<file path="src/rtl/cpru_isqrt.sv">
// Pipelined integer square root, one root bit per stage, with sideband.
`default_nettype none
module cpru_isqrt #(
    parameter int RW     = 25,
    parameter int SIDE_W = 8
) (
    input  wire logic              i_clk,
    input  wire logic              i_rst_n,
    input  wire logic              i_valid,
    input  wire logic [2*RW-1:0]   i_rad,
    input  wire logic [SIDE_W-1:0] i_side,
    output logic                   o_valid,
    output logic [RW-1:0]          o_root,
    output logic [SIDE_W-1:0]      o_side
);
    localparam int RMW = RW + 2;

    logic              r_v    [0:RW-1];
    logic [2*RW-1:0]   r_rad  [0:RW-1];
    logic [RMW-1:0]    r_rem  [0:RW-1];
    logic [RW-1:0]     r_root [0:RW-1];
    logic [SIDE_W-1:0] r_side [0:RW-1];

    genvar g;
    generate
        for (g = 0; g < RW; g++) begin : g_stage
            logic              a_v;
            logic [2*RW-1:0]   a_rad;
            logic [RMW-1:0]    a_rem;
            logic [RW-1:0]     a_root;
            logic [SIDE_W-1:0] a_side;
            logic [RMW-1:0]    sh;
            logic [RMW-1:0]    trial;
            logic              ge;
            if (g == 0) begin : g_first
                assign a_v    = i_valid;
                assign a_rad  = i_rad;
                assign a_rem  = '0;
                assign a_root = '0;
                assign a_side = i_side;
            end else begin : g_next
                assign a_v    = r_v[g-1];
                assign a_rad  = r_rad[g-1];
                assign a_rem  = r_rem[g-1];
                assign a_root = r_root[g-1];
                assign a_side = r_side[g-1];
            end
            assign sh    = {a_rem[RMW-3:0], a_rad[2*(RW-1-g)+1 -: 2]};
            assign trial = {a_root, 2'b01};
            assign ge    = (sh >= trial);
            always_ff @(posedge i_clk) begin
                if (!i_rst_n) begin
                    r_v[g] <= 1'b0;
                end else begin
                    r_v[g] <= a_v;
                end
                r_rad[g]  <= a_rad;
                r_rem[g]  <= ge ? sh - trial : sh;
                r_root[g] <= {a_root[RW-2:0], ge};
                r_side[g] <= a_side;
            end
        end
    endgenerate

    assign o_valid = r_v[RW-1];
    assign o_root  = r_root[RW-1];
    assign o_side  = r_side[RW-1];
endmodule
`default_nettype wire

</file>
<file path="config.mk">
export PLATFORM = sky130hd
export DESIGN_NAME = cpru_isqrt
export DESIGN_NICKNAME = d
export VERILOG_FILES = /design/src/rtl/cpru_isqrt.sv
export SDC_FILE = /design/constraint.sdc
export NUM_CORES = 2
export LEC_CHECK = 0
export BUFFER_PORTS_ARGS = -buffer_cell sky130_fd_sc_hd__buf_2
export CAP_MARGIN = 30
export CORE_ASPECT_RATIO = 2
export CORE_MARGIN = 3
export CORE_UTILIZATION = 45
export DETAILED_ROUTE_END_ITERATION = 7
export GPL_TIMING_DRIVEN = 0
export PLACE_DENSITY = 0.72
export SETUP_SLACK_MARGIN = 0.3
export SLEW_MARGIN = 20
export SYNTH_ARGS = -nofsm -noshare
export SYNTH_HDL_FRONTEND = slang
export SYNTH_SLANG_ARGS = --single-unit
</file>
<file path="constraint.sdc">
create_clock -name i_clk -period 2.8 [get_ports i_clk]
set_clock_uncertainty 0.1 [all_clocks]
set_input_delay 0 -clock i_clk [delete_from_list [all_inputs] [get_ports i_clk]]
set_output_delay 0 -clock i_clk [all_outputs]
set_load 0.1 [all_outputs]
</file>
==> results.md <==
* Status: finished with violations
* Violated checks: setup timing
* Hold Crit Endpoint: r_v[4]
* Crit end category: flip-flop
* Seq cells post-synth at 1717
* Largest net degree at the start of global routing at 18
* Met2 Wirelength at 88800 µm
* Initial Util at a little under half
* Wirelength per Cell at between 15 and 20 µm
* M1 WL at 41300 µm
* DR WL met3 at between 5000 and 6000 µm
* Count leader, synth: dfxtp_1
* Root Driver: clkbuf_16
* Synthesized cell area at 58200 µm²
* Worst reg-to-reg path cell count at 14
* CP delay by family, top: compound AO/OA/AOI/OAI gates
* DIE AREA at about 130000 µm²
* R2R Path Start: r_root[10][1]
* Crit path max fanout at 10
* Hold crit path type: input port to flip-flop
* Clk buf depth at 3
* Clk network pwr share at a little under a third
* Slowest CP cell: a221o_1
* Input/output buffers at 94
* Slowest stage delay, CP at 0.40 ns
* Top layer in use: met4
* Max cap viols at 0
* Int Power at 0.0484 W
* Drt via density at 5.24
* Min-delay src: i_rst_n
* Register area share after synthesis at around three fifths
* Mapped Cells at about 5400
* GPL Wtd Cong at around 1.0
* DRC at 0
* Synth Warn # at 0
* Worst-path cell chain: inv_2, ha_4, o211ai_1, a21oi_2, a21oi_2, o211ai_1, buf_4, o31a_1, a221o_1, nor3_2, buf_6, buf_8, nand2_1, o21ai_1
* R2r setup slk at -0.40 ns
* Commonest cells post-synth: 1717 x dfxtp_1, 428 x inv_1, 351 x ha_1, 333 x nand2_1, 320 x nor2_1
* Arrival time worst endpoint at between 3 and 4 ns
* Pwr Total at 0.0692 W
* Setup TNS at -24.36 ns
* Total Routing Usage GR at 21.2%
* Reg-to-Reg End: r_rem[2][155]
* I/O Pins at 95
* # H-tree levels at 4
* Main flop type after synthesis: dfxtp_1
* First-pass GRT wire length at around 220000 µm
* Static Leakage at 35.7 nW
* Routed WL at 156000 µm
* CP bufs+invs at 4
* Placed wire-length estimate at 98400 µm
* Vias in the first global route at around 44000
* Cell depth of the worst hold path at 4
* Total of fill cells in the finished design at 9338
* Avg Cell Area, Syn at 10.7 µm²
* Sequential power share at 45.7%
* RSZ-0062 raised after global routing: true
* # nets final at 6607
* Async S/R FF share, synth at 0%
* Antenna Nets Post-Route at 0
* P_sw at slightly above 0.02 W
* Syn_nets at 5822
* CTS tree: done
* Num CTS Buffers at 146
* Cell accounting for the most synthesized area: dfxtp_1
* Post-route minimum period at 3.20 ns
* Grt total ovfl at 0
* Sw frac at 30.0%
* Worst Path Required at 3.36 ns
* Synth cell types at 82
* CORE AREA at 128000 µm²
* Layout cells sized above 1 at between 30% and 40%
* Synth top area cells: dfxtp_1 59%, ha_1 7.6%, xor2_1 3.4%
* Worst setup SP type: flip-flop
* Power share of the combinational group at about 23%
* VDD IR max at 0.691 mV
* Row count at 186
* Clk Latency, worst-skew pair at 0.80 ns
* Final Slew Violations at 0
* Pwr Density at roughly 870 nW/µm²
* Fin. Hold Viols at 0
* Fin crit share at 114%
* Num Clock Sinks at 1717
* Die H at roughly 510 µm
* DR vias at between 40000 and 50000
* Worst slew pin tran at 0.822 ns
* Critical path class: flip-flop to flip-flop
* Reg clk slew, reported paths at about 0.070 ns
* Die W at roughly 260 µm
* Initial drt markers at 1621
* Top-area cell type share of the netlist area at 59.1%
* Final WS setup at -0.398 ns
* Area grow syn2layout at 36.8%
* Final setup vio count at ~160
* Fmax achieved at 0.313 GHz
* Initial antenna violation count at 3
* Slew Limit Headroom at 44.5%
* EDFF count, synth at 0
* DR pass1 iterations at 7
[placed cells by master (no fill, tap or decap), drive strengths merged, types with 26 or more instances in the layout]
master and n:
dlygate4sd3 122, and2 37, nor2 322, a21o 114
nand2b 82, nor4 71, o31ai 31, a211oi 27
mux2 69, or3 43, dfxtp 1717, xnor2 224
a21oi 304, o21ai 258, buf 524, a31oi 33
xor2 227, clkbuf 275, o21bai 26, nand3 87
nor2b 53, nand4 44, inv 428, o21a 52
clkinv 34, nand2 333, nor3 139, ha 351
[through the flow]
stage / instance area [µm²] / utilization [%] / setup slack, ns / cells / hold WS [ns]
after CTS: 74300 / 57.8 / -0.406 / 7801 / 0.166
after detailed placement: 62000 / 48.2 / -1.38 / 7198 / 0.00367
final: 79500 / 61.9 / -0.398 / 8008 / 0.203
after floorplan: 59400 / - / 0.0476 / 5410 / -0.0723
after global routing: 79500 / 61.9 / -0.497 / 8007 / 0.207
after global placement: 61900 / 48.2 / -1.39 / 7196 / 0.00186
[worst max-delay path by stage]
| stage | endpoint | slack (ns) | startpoint | cells past startpoint |
|---|---|---|---|---|
| after floorplan | r_rem[2][207] | 0.05 | r_root[11][0] | 12 |
| after global placement | r_rem[1][88] | -1.39 | r_root[5][1] | 9 |
| after detailed placement | r_rem[1][88] | -1.38 | r_root[5][1] | 9 |
| after CTS | r_rem[2][159] | -0.41 | r_root[10][1] | 13 |
| after global routing | r_rem[2][159] | -0.50 | r_root[10][1] | 14 |
| final | r_rem[2][155] | -0.40 | r_root[10][1] | 14 |
[registers in the layout, summed over array words and instances (netlist names)]
name,cells
r_rad,600
r_v,25
r_rem,567
r_root,325
r_side,200
[cell families after synthesis]
kind of cell    Yosys count  share of synthesized area, %
fa+ha+maj               351                          7.55
simple gates           1322                          11.2
xor+xnor                451                          6.79
compound gates          985                          10.6
flops                  1717                          59.1
other cells               1                       0.00645
mux                      78                          1.49
buf+inv                 505                          3.30
[power groups by stage]
stage | clock network (W) | logic, W | registers, W
2_1_floorplan | 0 | 0.00856 | 0.0307
3_3_place_gp | 0 | 0.0109 | 0.0311
3_5_place_dp | 0 | 0.0112 | 0.0313
4_1_cts | 0.0219 | 0.0136 | 0.0310
5_1_grt | 0.0229 | 0.0172 | 0.0319
6_report | 0.0215 | 0.0161 | 0.0316
[area by class of cell]
class                           count  area, µm²  share of cell area (%)
Buffer                             75       1150                    1.44
Clock inverter                     58        977                    1.23
Inverter                          430       1660                    2.09
Multi-Input combinational cell   3188      28800                    36.2
Timing Repair Buffer              637       5990                    7.53
Clock buffer                      209       4270                    5.37
Antenna cell                        2       5.00                 0.00629
Tap cell                         1692       2120                    2.66
Sequential cell                  1717      34600                    43.5
[timing repair]
action | CTS | global route
hold buffers | 122 | 0
setup buffers | 194 | 193
gates resized for setup | 895 | 855
endpoints found under the setup margin | 554 | 532
cloned | 20 | 12
pin swaps | 257 | 313
hold endpoints to repair | 84 | 0
[routing by layer]
metal / up-vias / global-route usage (%)
met5: - / 0
met4: 0 / 24.5
li1: 19900 / -
met1: 20000 / 13.6
met2: 1218 / 43.3
met3: 841 / 3.88
[worst register-to-register path, delay by kind of cell (launching register included)]
kind                       cells  cell delay, ns
and+or+nand+nor                2            0.26
buffers and inverters          4            0.64
DFF                            1            0.35
adders and majority gates      1            0.24
AOI/OAI and AO/OA              7            1.47
No activity file was read; power rests on OpenSTA's default activity.
